==> src/rtl/z80ocd_pkg.sv <==
// z80 opcode class decoder: shared types, table selector codes, class tables
// and the single-byte classification function
// no dependencies
package z80ocd_pkg;

  localparam int unsigned OPCODE_W = 8;
  localparam int unsigned ACTION_W = 2;
  localparam int unsigned CLASS_W  = 8;
  localparam int unsigned REG_W    = 3;
  localparam int unsigned OUT_TDATA_W = 16;

  // opcode table selector carried with each beat
  typedef enum logic [ACTION_W-1:0] {
    TBL_MAIN = 2'd0,
    TBL_CB   = 2'd1,
    TBL_ED   = 2'd2
  } table_t;

  localparam logic [REG_W-1:0]   HL_REG    = 3'd6;
  localparam logic [CLASS_W-1:0] CLASS_BAD = 8'd0;

  // ed opcodes singled out by full byte compare
  localparam logic [OPCODE_W-1:0] ED_NEG  = 8'h44;
  localparam logic [OPCODE_W-1:0] ED_RETN = 8'h45;
  localparam logic [OPCODE_W-1:0] ED_RETI = 8'h4D;

  // register alu: (hl) form class per field, the r form is one above
  // field order add adc sub sbc and xor or cp
  localparam logic [CLASS_W-1:0] ALU_R_BASE [8] = '{
    8'd28, 8'd30, 8'd32, 8'd34, 8'd36, 8'd40, 8'd38, 8'd42
  };

  // cb rotate/shift: (hl) form per field, sll slot unused
  localparam logic [CLASS_W-1:0] CB_ROT_BASE [8] = '{
    8'd82, 8'd84, 8'd86, 8'd88, 8'd90, 8'd92, 8'd0, 8'd94
  };

  typedef struct packed {
    logic [CLASS_W-1:0] op_class;
    logic               regs_valid;
  } dec_t;

  function automatic dec_t decode_op(input logic [ACTION_W-1:0] action,
                                     input logic [OPCODE_W-1:0] op);
    dec_t       d;
    logic [1:0] x;
    logic [2:0] y;
    logic [2:0] z;
    logic [1:0] p;
    logic       q;
    logic       hl_n;
    x    = op[7:6];
    y    = op[5:3];
    z    = op[2:0];
    p    = op[5:4];
    q    = op[3];
    hl_n = (z != HL_REG);
    d.op_class   = CLASS_BAD;
    d.regs_valid = 1'b0;
    case (action)
      TBL_MAIN: begin
        case (x)
          2'd3: begin
            case (z)
              3'd0:    d.op_class = 8'd1;
              3'd1:    d.op_class = q ? 8'd2 + {6'd0, p} : 8'd6;
              3'd2:    d.op_class = 8'd7;
              3'd3:    d.op_class = q ? 8'd8 + {6'd0, p} : 8'd12;
              3'd4:    d.op_class = 8'd13;
              3'd5:    d.op_class = q ? 8'd14 + {6'd0, p} : 8'd18;
              3'd6:    d.op_class = 8'd19 + {5'd0, y};
              default: d.op_class = 8'd27;
            endcase
          end
          2'd2: d.op_class = ALU_R_BASE[y] + {7'd0, hl_n};
          2'd1: begin
            if (y == HL_REG) begin
              d.op_class = hl_n ? 8'd45 : 8'd44;
            end else if (!hl_n) begin
              d.op_class = 8'd46;
            end else begin
              d.op_class   = 8'd47;
              d.regs_valid = 1'b1;
            end
          end
          default: begin
            case (z)
              3'd0:    d.op_class = 8'd48 + {5'd0, y};
              3'd1:    d.op_class = q ? 8'd56 : 8'd57;
              3'd2:    d.op_class = (q ? 8'd58 : 8'd62) + {6'd0, p};
              3'd3:    d.op_class = q ? 8'd66 : 8'd67;
              3'd4:    d.op_class = (y == HL_REG) ? 8'd68 : 8'd69;
              3'd5:    d.op_class = (y == HL_REG) ? 8'd70 : 8'd71;
              3'd6:    d.op_class = (y == HL_REG) ? 8'd72 : 8'd73;
              default: d.op_class = 8'd74 + {5'd0, y};
            endcase
          end
        endcase
      end
      TBL_CB: begin
        case (x)
          2'd0:    d.op_class = (y == 3'd6) ? CLASS_BAD
                                            : CB_ROT_BASE[y] + {7'd0, hl_n};
          2'd1:    d.op_class = 8'd96 + {7'd0, hl_n};
          2'd2:    d.op_class = 8'd98 + {7'd0, hl_n};
          default: d.op_class = 8'd100 + {7'd0, hl_n};
        endcase
      end
      TBL_ED: begin
        if (x == 2'd1) begin
          case (z)
            3'd0: d.op_class = 8'd102;
            // out (c),0 is undocumented
            3'd1: d.op_class = (y == HL_REG) ? CLASS_BAD : 8'd103;
            3'd2: d.op_class = q ? 8'd104 : 8'd105;
            3'd3: d.op_class = q ? 8'd106 : 8'd107;
            3'd4: d.op_class = (op == ED_NEG) ? 8'd108 : CLASS_BAD;
            3'd5: begin
              if (op == ED_RETN)      d.op_class = 8'd109;
              else if (op == ED_RETI) d.op_class = 8'd110;
              else                    d.op_class = CLASS_BAD;
            end
            // only im 0, im 1, im 2
            3'd6: d.op_class = (y[2] || y == 3'd1) ? CLASS_BAD : 8'd111;
            default: d.op_class = (y[2] && y[1]) ? CLASS_BAD
                                                 : 8'd112 + {5'd0, y};
          endcase
        end else if (op[7:5] == 3'd5 && !z[2]) begin
          // block transfer group 101xx0yy
          d.op_class = 8'd118 + {4'd0, z[1:0], y[1:0]};
        end
      end
      default: d.op_class = CLASS_BAD;
    endcase
    return d;
  endfunction

endpackage

==> src/rtl/z80_opcode_class_decoder_top.sv <==
// z80 opcode class decoder, stream top level
// pipeline: the input beat is held in the input register, then its result in the result register
// throughput: one beat per cycle, back to back, stalls only on out_tready low
// reset: synchronous active-low rst_n clears both valid flags, no other state
// depends on z80ocd_pkg
module z80_opcode_class_decoder_top (
  input  logic        clk,
  input  logic        rst_n,
  input  logic        in_tvalid,
  output logic        in_tready,
  input  logic [7:0]  in_tdata,   // [7:0] opcode
  input  logic [1:0]  in_tuser,   // [1:0] action (opcode table)
  output logic        out_tvalid,
  input  logic        out_tready,
  output logic [15:0] out_tdata,  // [7:0] op_class, [10:8] source_reg, [13:11] dest_reg
  output logic [0:0]  out_tuser   // [0] regs_valid
);

  logic                                 s1_valid_r;
  logic [z80ocd_pkg::ACTION_W-1:0]      s1_action_r;
  logic [z80ocd_pkg::OPCODE_W-1:0]      s1_opcode_r;
  logic                                 s2_valid_r;
  logic [z80ocd_pkg::CLASS_W-1:0]       s2_class_r;
  logic                                 s2_regs_valid_r;
  logic [z80ocd_pkg::REG_W-1:0]         s2_src_r;
  logic [z80ocd_pkg::REG_W-1:0]         s2_dst_r;

  logic                                 s2_ready;
  logic                                 s1_ready;
  z80ocd_pkg::dec_t                     dec;
  logic [z80ocd_pkg::REG_W-1:0]         src_nxt;
  logic [z80ocd_pkg::REG_W-1:0]         dst_nxt;

  assign s2_ready  = !s2_valid_r || out_tready;
  assign s1_ready  = !s1_valid_r || s2_ready;
  assign in_tready = s1_ready;

  always_comb begin
    dec     = z80ocd_pkg::decode_op(s1_action_r, s1_opcode_r);
    // register fields only mean something for ld r,r'
    src_nxt = dec.regs_valid ? s1_opcode_r[2:0] : '0;
    dst_nxt = dec.regs_valid ? s1_opcode_r[5:3] : '0;
  end

  always_ff @(posedge clk) begin
    if (!rst_n) begin
      s1_valid_r <= 1'b0;
      s2_valid_r <= 1'b0;
    end else begin
      if (s1_ready) begin
        s1_valid_r <= in_tvalid;
      end
      if (s2_ready) begin
        s2_valid_r <= s1_valid_r;
      end
    end
  end

  always_ff @(posedge clk) begin
    if (s1_ready && in_tvalid) begin
      s1_action_r <= in_tuser;
      s1_opcode_r <= in_tdata;
    end
    if (s2_ready && s1_valid_r) begin
      s2_class_r      <= dec.op_class;
      s2_regs_valid_r <= dec.regs_valid;
      s2_src_r        <= src_nxt;
      s2_dst_r        <= dst_nxt;
    end
  end

  assign out_tvalid = s2_valid_r;
  assign out_tdata  = {2'b00, s2_dst_r, s2_src_r, s2_class_r};
  assign out_tuser  = s2_regs_valid_r;

endmodule
==> config.mk <==
export PLATFORM = sky130hd
export DESIGN_NAME = z80_opcode_class_decoder_top
export DESIGN_NICKNAME = d
export VERILOG_FILES = /design/src/rtl/z80ocd_pkg.sv /design/src/rtl/z80_opcode_class_decoder_top.sv
export SDC_FILE = /design/constraint.sdc
export NUM_CORES = 1
export LEC_CHECK = 0
export BUFFER_PORTS_ARGS = -buffer_cell sky130_fd_sc_hd__buf_2
export CAP_MARGIN = 20
export CORE_MARGIN = 1.5
export CORE_UTILIZATION = 61
export CTS_CLUSTER_SIZE = 24
export DETAILED_ROUTE_END_ITERATION = 8
export PLACE_DENSITY = 0.85
export SETUP_SLACK_MARGIN = 0.15
export SLEW_MARGIN = 20
export SYNTH_ARGS = -nofsm -noshare
export SYNTH_HDL_FRONTEND = slang
export SYNTH_SLANG_ARGS = --single-unit
export TNS_END_PERCENT = 10
==> constraint.sdc <==
create_clock -name clk -period 4.3 [get_ports clk]
set_clock_uncertainty 0.2 [all_clocks]
set_input_delay 0 -clock clk [delete_from_list [all_inputs] [get_ports clk]]
set_output_delay 0 -clock clk [all_outputs]
set_load 0.005 [all_outputs]
Word-level counts from Yosys, hierarchy flattened
Memory sizes are Yosys's and may differ from the RTL's.
Index checks and enable logic that the tools add are counted.
- bits in registers: 27
- memory bits (read-only): 128
- memories kept: 2
- add/subtract/negate cells: 14
- magnitude comparators: 1
- equality and inequality tests: 18
- mux-type cells: 37
- bitwise operators: 1
- reductions and logical operators: 13
- memories (name ; depth ; bits a word ; rd ports ; clocked after Yosys merged registers in ; write ports ; line ; source):
    (no name shown) ; 8 ; 8 ; 1 ; 0 ; 0 ; z80ocd_pkg.sv:103 ; : CB_ROT_BASE[y] + {7'd0, hl_n};
    (no name shown) ; 8 ; 8 ; 1 ; 0 ; 0 ; z80ocd_pkg.sv:75 ; 2'd2: d.op_class = ALU_R_BASE[y] + {7'd0, hl_n};
- operator list (kind ; number):
    $pmux W8 S7 ; 2
    $pmux W8 S3 ; 3
    $mux W8 ; 8
    $pmux W6 S7 ; 1
    $mux W7 ; 5
    $add A7 B1 Y8 const A ; 3
    $eq A8 B7 Y1 const B ; 3
    $add A7 B3 Y8 const A ; 2
    $add A8 B1 Y8 ; 2
    $eq A3 B3 Y1 const B ; 5
    $mux W1 ; 13
    $add A4 B2 Y5 const A ; 2
    $mux W5 ; 2
    $add A7 B4 Y8 const A ; 1
    $add A6 B2 Y7 ; 1
    $add A6 B3 Y7 const A ; 1
    $add A5 B3 Y6 const A ; 1
    $eq A2 B2 Y1 const B ; 3
    $eq A3 B1 Y1 const B ; 2
    $eq A3 B2 Y1 const B ; 2
    $mux W3 ; 2
    $eq A2 B1 Y1 const B ; 2
    $ge A4 B4 Y1 const B ; 1
    $logic_and A1 B1 Y1 ; 4
    other kinds (8) ; 13

Depth between registers and ports, before layout
Gate-level depths: netlist of the first run.
- word-level depth: 8
- depth in mapped cells: 8
- gate-level depth less buffers: 7

Least setup slack after synthesis of the first run
Ideal clock, no wire load.
- kind: register to register
- from: register s1_opcode_r[4] (netlist bit)
- to: register s2_class_r[0] (netlist bit) (data pin)
- setup time: 276 ps
- arrival: 1804 ps
- required time: 3824 ps
- slack: 2020 ps
- cell stages (with the launch flop): 8
- buffers on the path: 1
- period minus slack after synthesis: 2280 ps
- cell sequence: edfxtp_1 -> clkbuf_1 -> inv_1 -> ha_1 -> nand4b_1 -> o22ai_1 -> a2111oi_0 -> o2111ai_1
- RTL lines (element ; line ; source):
    start, declared ; z80_opcode_class_decoder_top.sv:21 ; logic [z80ocd_pkg::OPCODE_W-1:0] s1_opcode_r;
    start signal, assigned ; z80_opcode_class_decoder_top.sv:62 ; s1_opcode_r <= in_tdata;
    end signal, assigned ; z80_opcode_class_decoder_top.sv:65 ; s2_class_r <= dec.op_class;
    end, declared ; z80_opcode_class_decoder_top.sv:23 ; logic [z80ocd_pkg::CLASS_W-1:0] s2_class_r;

==> results of run 1 <==
[worst max-delay path by stage]
| stage | from | to | cells after the start |
|---|---|---|---|
| floorplan | s1_opcode_r[4] | s2_class_r[0] | 7 |
| global placement | s1_opcode_r[5] | s2_class_r[2] | 7 |
| detailed placement | s1_opcode_r[5] | s2_class_r[0] | 6 |
| CTS | s1_opcode_r[5] | s2_class_r[0] | 6 |
| global route | s1_opcode_r[5] | s2_class_r[0] | 6 |
| finish | s1_opcode_r[5] | s2_class_r[2] | 7 |
[worst min-delay path: stages]
cell and delay, ns:
buf_2 0.08, nor2b_1 0.07, nor2b_1 0.12, buf_4 0.24
[timing repair]
action                    CTS  global route
gates resized for setup     0             0
hold endpoints to repair   12             0
hold buffers               14             0
[cell usage after synthesis (2+ instances only)]
cell | number | area share
a41oi_1 | 3 | 0.012
buf_6 | 2 | 0.011
nor3_1 | 2 | 0.0047
clkbuf_1 | 2 | 0.0035
nand3_1 | 9 | 0.021
nand3b_1 | 3 | 0.011
ha_1 | 20 | 0.12
nor2_1 | 14 | 0.025
nand2b_1 | 3 | 0.0088
o31ai_1 | 2 | 0.0070
inv_1 | 12 | 0.021
buf_2 | 8 | 0.019
buf_4 | 5 | 0.018
o21a_1 | 4 | 0.014
o32ai_1 | 2 | 0.0082
dfxtp_1 | 2 | 0.019
nand2_1 | 17 | 0.030
edfxtp_1 | 25 | 0.35
o221ai_1 | 2 | 0.0082
o2111ai_1 | 2 | 0.0082
nor2b_1 | 9 | 0.026
nand4b_1 | 3 | 0.012
a31oi_1 | 2 | 0.0059
o311ai_0 | 2 | 0.0082
o221ai_2 | 2 | 0.014
o22ai_1 | 3 | 0.0088
and2_1 | 8 | 0.023
a2111oi_0 | 2 | 0.0082
a221o_1 | 3 | 0.014
o21ai_0 | 12 | 0.028
o211ai_1 | 3 | 0.011
a21oi_1 | 14 | 0.033
o21ai_1 | 3 | 0.0070
[cell usage in the layout (no fill, tap or decap), types with 2 or more instances in the layout]
cell and count:
dfxtp_1 2, clkbuf_4 3, nand2b_1 3, o21ai_1 3
nor3_1 2, edfxtp_1 25, nor2_1 14, o221ai_2 2
o22ai_1 3, a41oi_1 3, o311ai_0 2, o31ai_1 2
and2_1 8, a2111oi_0 2, a31oi_1 2, conb_1 2
dlygate4sd3_1 14, nand4b_1 3, buf_2 30, inv_1 12
o211ai_1 3, ha_1 20, a221o_1 3, o21ai_0 12
nor2b_1 9, o2111ai_1 2, o221ai_1 2, nand3b_1 3
nand2_1 17, a21oi_1 14, o21a_1 4, nand3_1 9
o32ai_1 2
[flip-flops by register name, indices dropped and copies added (netlist names)]
register     count
s1_opcode_r      8
s2_class_r       8
s2_dst_r         3
s2_src_r         3
s1_action_r      2
out_tuser        1
out_tvalid       1
s1_valid_r       1
[routing by layer]
layer	routed length (um)	up-vias	share of wire
li1	-	906	-
met1	2304	900	0.42
met2	2485	141	0.45
met3	536	32	0.097
met4	219	0	0.039
met5	0	-	0
[power by group]
| group | switching [W] | internal, W |
|---|---|---|
| Clock | 0.0000825 | 0.0000356 |
| Combinational | 0.0000737 | 0.0000589 |
| Sequential | 0.0000237 | 0.000304 |
[cells by family after synthesis]
family / count (synthesis)
adder cells (fa/ha/maj): 20
other: 1
AO/OA/AOI/OAI: 70
XOR/XNOR: 1
AND/OR/NAND/NOR: 75
buffers and inverters: 29
flip-flops: 27
multiplexers: 1
[per-stage QoR]
step	util	instances
after floorplan	-	225
after global placement	0.6738	285
after detailed placement	0.6738	285
after CTS	0.7248	303
after global routing	0.7248	303
final	0.7248	303
[cell type report]
cell class	count	area, um^2
clock inverters	1	7.507
flip-flops and latches	27	790.8
clock buffers	3	22.52
multi-input cells	169	1197
fillers	254	918.4
inverters	12	45.04
repair buffers	45	297.8
well taps	46	57.56
==> impl_metrics.toml, run 1 <==
[min_path]
worstHoldStart = "out_tready"
worst_hold_path.endpoint = "s2_class_r[6]"
hold_path_class = "primary input to flip-flop"
min_path_cells = 4

[critical_path]
cp.arrival_ns = 2.71
worst_path_largest_cell_delay_ns = 0.84
crit_path_cell_trace = "inv_1, ha_1, nand4b_1, o221ai_2, a221o_1, a21oi_1, o21ai_1"
critPathBufInv = 1
rrSetupSlack_ns = 1.49
ff2ff_path_depth = 7
crit_path_end_kind = "flip-flop"
cp_slowest_cell = "edfxtp_1"
r2r-start = "s1_opcode_r[5]"
critPathTopFamily = "flip-flops"
start_kind = "flip-flop"
r2r-end = "s2_class_r[2]"
required_ns = 4.20
worstSetupPathType = "flip-flop to flip-flop"
path_max_fanout = 21

[logic_synthesis]
synth-xor-area-share = 0.004098
syn_inst = 224
synth_edf_count = 25
synthAdderAreaFrac = 0.1171
synth.mux.area_fraction = 0.005269
synth_top_family_by_area = "compound AO/OA/AOI/OAI gates"
synth_area_um2 = 2137
synth_compound_area_frac = 0.2430
yosysWarnings = 0
synth-seq-cells = 27
syn_avg_cell_area_um2 = 9.540
yosysSeqAreaShare = 0.3700
synth-simple-area-share = 0.1874
synth.distinct_cells = 52
synthFlopType = "edfxtp_1"
async_flop_share = 0

[detailed_routing]
drtPass1Iterations = 6
vias = 1979
drt_iter0_markers = 199
drt_wl_total_um = 5546
avgViaCountPerCell = 6.531
ant_nets = 0
wl_per_cell_um = 18.30
drcViolationCount = 0

[clock_network]
cts_tree = "yes"
clock_latency_ns = 0.34
cts_num_sinks = 27
ctsRootBufferMaster = "clkbuf_4"
cts_inserted_buffers = 3
cts.path.max_buffers = 2
post_cts_buffers = 0
path_clk_slew_ns = 0.17
htreeDepth = 1

[sta]
rsz0062_at_grt = "no"
setup_tns_ns = 0
setup_viol = 0
fin_ws_ns = 1.486
fmax_mhz = 355.4
min_period_over_period = 0.6543
finalHoldViolCount = 0
worst_pin_slew_ns = 0.7599
post-route-min-period_ns = 2.814
drv_slew = 0
relSlewSlack = 0.4934
holdWs_ns = 0.1159

[floorplanning]
num_rows = 21
die_w_um = 62.19
start_util = 0.6404
io_pins = 33
die_h_um = 62.19
core_um2 = 3337
dieArea_um2 = 3868

[layout]
drive_gt1_frac = 0.1634
n_antenna_cell = 0
area_growth_pct = 13.17
final_nets = 292
design_area_um2 = 2419

[global_routing]
antenna_found_initial = 0
grt_usage = 0.2922
grt_max_degree = 25
grt_pass1_vias = 1727
use_met3 = 0.03623
busiest_layer = "met2"
grt_use_met2 = 0.4620
use_met1 = 0.4156
grt_pass1_wl_um = 8921
globalRouteOverflowTotal = 0

[placed_design]
port-buffer-count = 30
post_dp_cell_area_um2 = 2248
dp_slack_ns = 1.565
gp_congestion = 0.9556
hpwlAfterDp_um = 3817

[power]
power_w = 0.0005784
p_per_area_nw_per_um2 = 239.2
leakage_nw = 0.9344
ir_drop_v = 0.0001562

[run]
maxCapViolCount = 0

[status]
status = "finished clean"
Note: power is estimated with default switching activity, not from simulation.
==> inputs of run 2 (changes only) <==
- CORE_UTILIZATION: 61 -> 57
- PLACE_DENSITY: 0.85 -> 0.8
- clock period: 4.3 -> 2.85 ns (I/O delays scaled with it)
==> impl_metrics.toml, run 2 (same netlist as run 1, synthesis figures left out) <==
[floorplanning]
die_h_um = 64.23
core_um2 = 3633
start_util = 0.5882
die_w_um = 64.23
io_pins = 33
dieArea_um2 = 4125
num_rows = 22

[layout]
post-route-util = 0.6849
final_cell_mix = "buf_2 (30), edfxtp_1 (25), ha_1 (20), nand2_1 (17)"
final_common_cell = "buf_2"
drive_gt1_frac = 0.1818
area_growth_pct = 16.45
largestRegisters = "s1_opcode_r: 8 flops, s2_class_r: 8 flops"
n_antenna_cell = 0
final_nets = 299

[global_routing]
grt_usage = 0.2828
grt_pass1_wl_um = 9052
globalRouteOverflowTotal = 0
antenna_found_initial = 0
grt_max_degree = 21
grt_pass1_vias = 1857

[clock_network]
ctsRootBufferMaster = "clkbuf_8"
path_clk_slew_ns = 0.09
htreeDepth = 1
cts-resized-gates = 0
cts_tree = "yes"
cts.path.max_buffers = 2
clock_latency_ns = 0.27
cts_inserted_buffers = 3
cts_num_sinks = 27

[sta]
relSlewSlack = 0.5762
rsz0062_at_grt = "no"
worst_pin_slew_ns = 0.6357
setup_viol = 0
fin_ws_ns = 0.4269
fmax_mhz = 412.7
drv_slew = 0
post-route-min-period_ns = 2.423
setup_tns_ns = 0
finalHoldViolCount = 0
min_period_over_period = 0.8502

[detailed_routing]
drcViolationCount = 0
drtPass1Iterations = 5
wl_per_cell_um = 17.60
drt_wl_total_um = 5490
vias = 1949
drt_iter0_markers = 208
avgViaCountPerCell = 6.247
ant_nets = 0

[placed_design]
gp_congestion = 1.005
dp_slack_ns = 0.5115
port-buffer-count = 30
hpwlAfterDp_um = 3836

[power]
leakage_nw = 0.9771
ir_drop_v = 0.0002399
p_per_area_nw_per_um2 = 371.5

[critical_path]
crit_path_end_kind = "flip-flop"
crit_path_cell_trace = "inv_1, ha_1, nand4b_1, o221ai_2, a21oi_1, o32ai_1"
required_ns = 2.74
worstSetupPathType = "flip-flop to flip-flop"
start_kind = "flip-flop"
cp_slowest_cell = "ha_1"
cp.arrival_ns = 2.31
path_max_fanout = 14
worst_path_largest_cell_delay_ns = 0.51

[run]
maxCapViolCount = 0

[status]
status = "finished clean"

[min_path]
hold_path_class = "primary input to primary output"
==> run 2: through the flow <==
stage / power, W / cells / instance area [um^2] / hold WS [ns]
floorplan: 0.0006272 / 225 / 2141 / -0.1011
global placement: 0.0006906 / 294 / 2303 / -0.02416
detailed placement: 0.0006883 / 294 / 2303 / -0.02174
CTS: 0.0009219 / 312 / 2489 / 0.1151
global route: 0.0009588 / 312 / 2489 / 0.1743
finish: 0.0009244 / 312 / 2489 / 0.1183
==> run 2: timing repair <==
action | CTS | global route
setup buffers | 0 | 0
hold buffers | 14 | 0
hold endpoints to repair | 12 | 0
endpoints found under the setup margin | 0 | 0
==> run 2: cell type report <==
class	count	area, um^2
repair buffers	52	350.3
inverters	12	45.04
clock buffers	4	45.04
fillers	306	1145
flip-flops and latches	27	790.8
well taps	48	60.06
multi-input cells	169	1197
==> run 2: power by group <==
group / switching (W) / internal, W
logic: 0.000129 / 0.0000948
registers: 0.0000187 / 0.000459
clock network: 0.000123 / 0.000100
==> run 2: worst max-delay path: cells and delay by family (launching register included) <==
kind	cells	cell delay, ns
compound gates	3	0.67
fa+ha+maj	1	0.51
buf+inv	1	0.14
flops	1	0.46
simple gates	1	0.25
==> run 2: worst paths after layout <==
| check | startpoint | end | slack (ns) | depth (start not counted) |
|---|---|---|---|---|
| min | out_tready | in_tready | 0.12 | 4 |
| max | s1_opcode_r[7] | s2_class_r[6] | 0.43 | 6 |
| min reg2reg | s1_action_r[1] | s2_class_r[6] | 0.52 | 1 |
| max reg2reg | s1_opcode_r[7] | s2_class_r[6] | 0.43 | 6 |
==> run 2: routing by layer <==
metal,vias to the layer above,routed length [um],track usage,share of wire
met2,148,2447,0.4414,0.45
met1,866,2232,0.3819,0.41
met3,22,555,0.03169,0.10
met4,0,254,0.1569,0.046
li1,913,-,-,-
met5,-,0,0,0
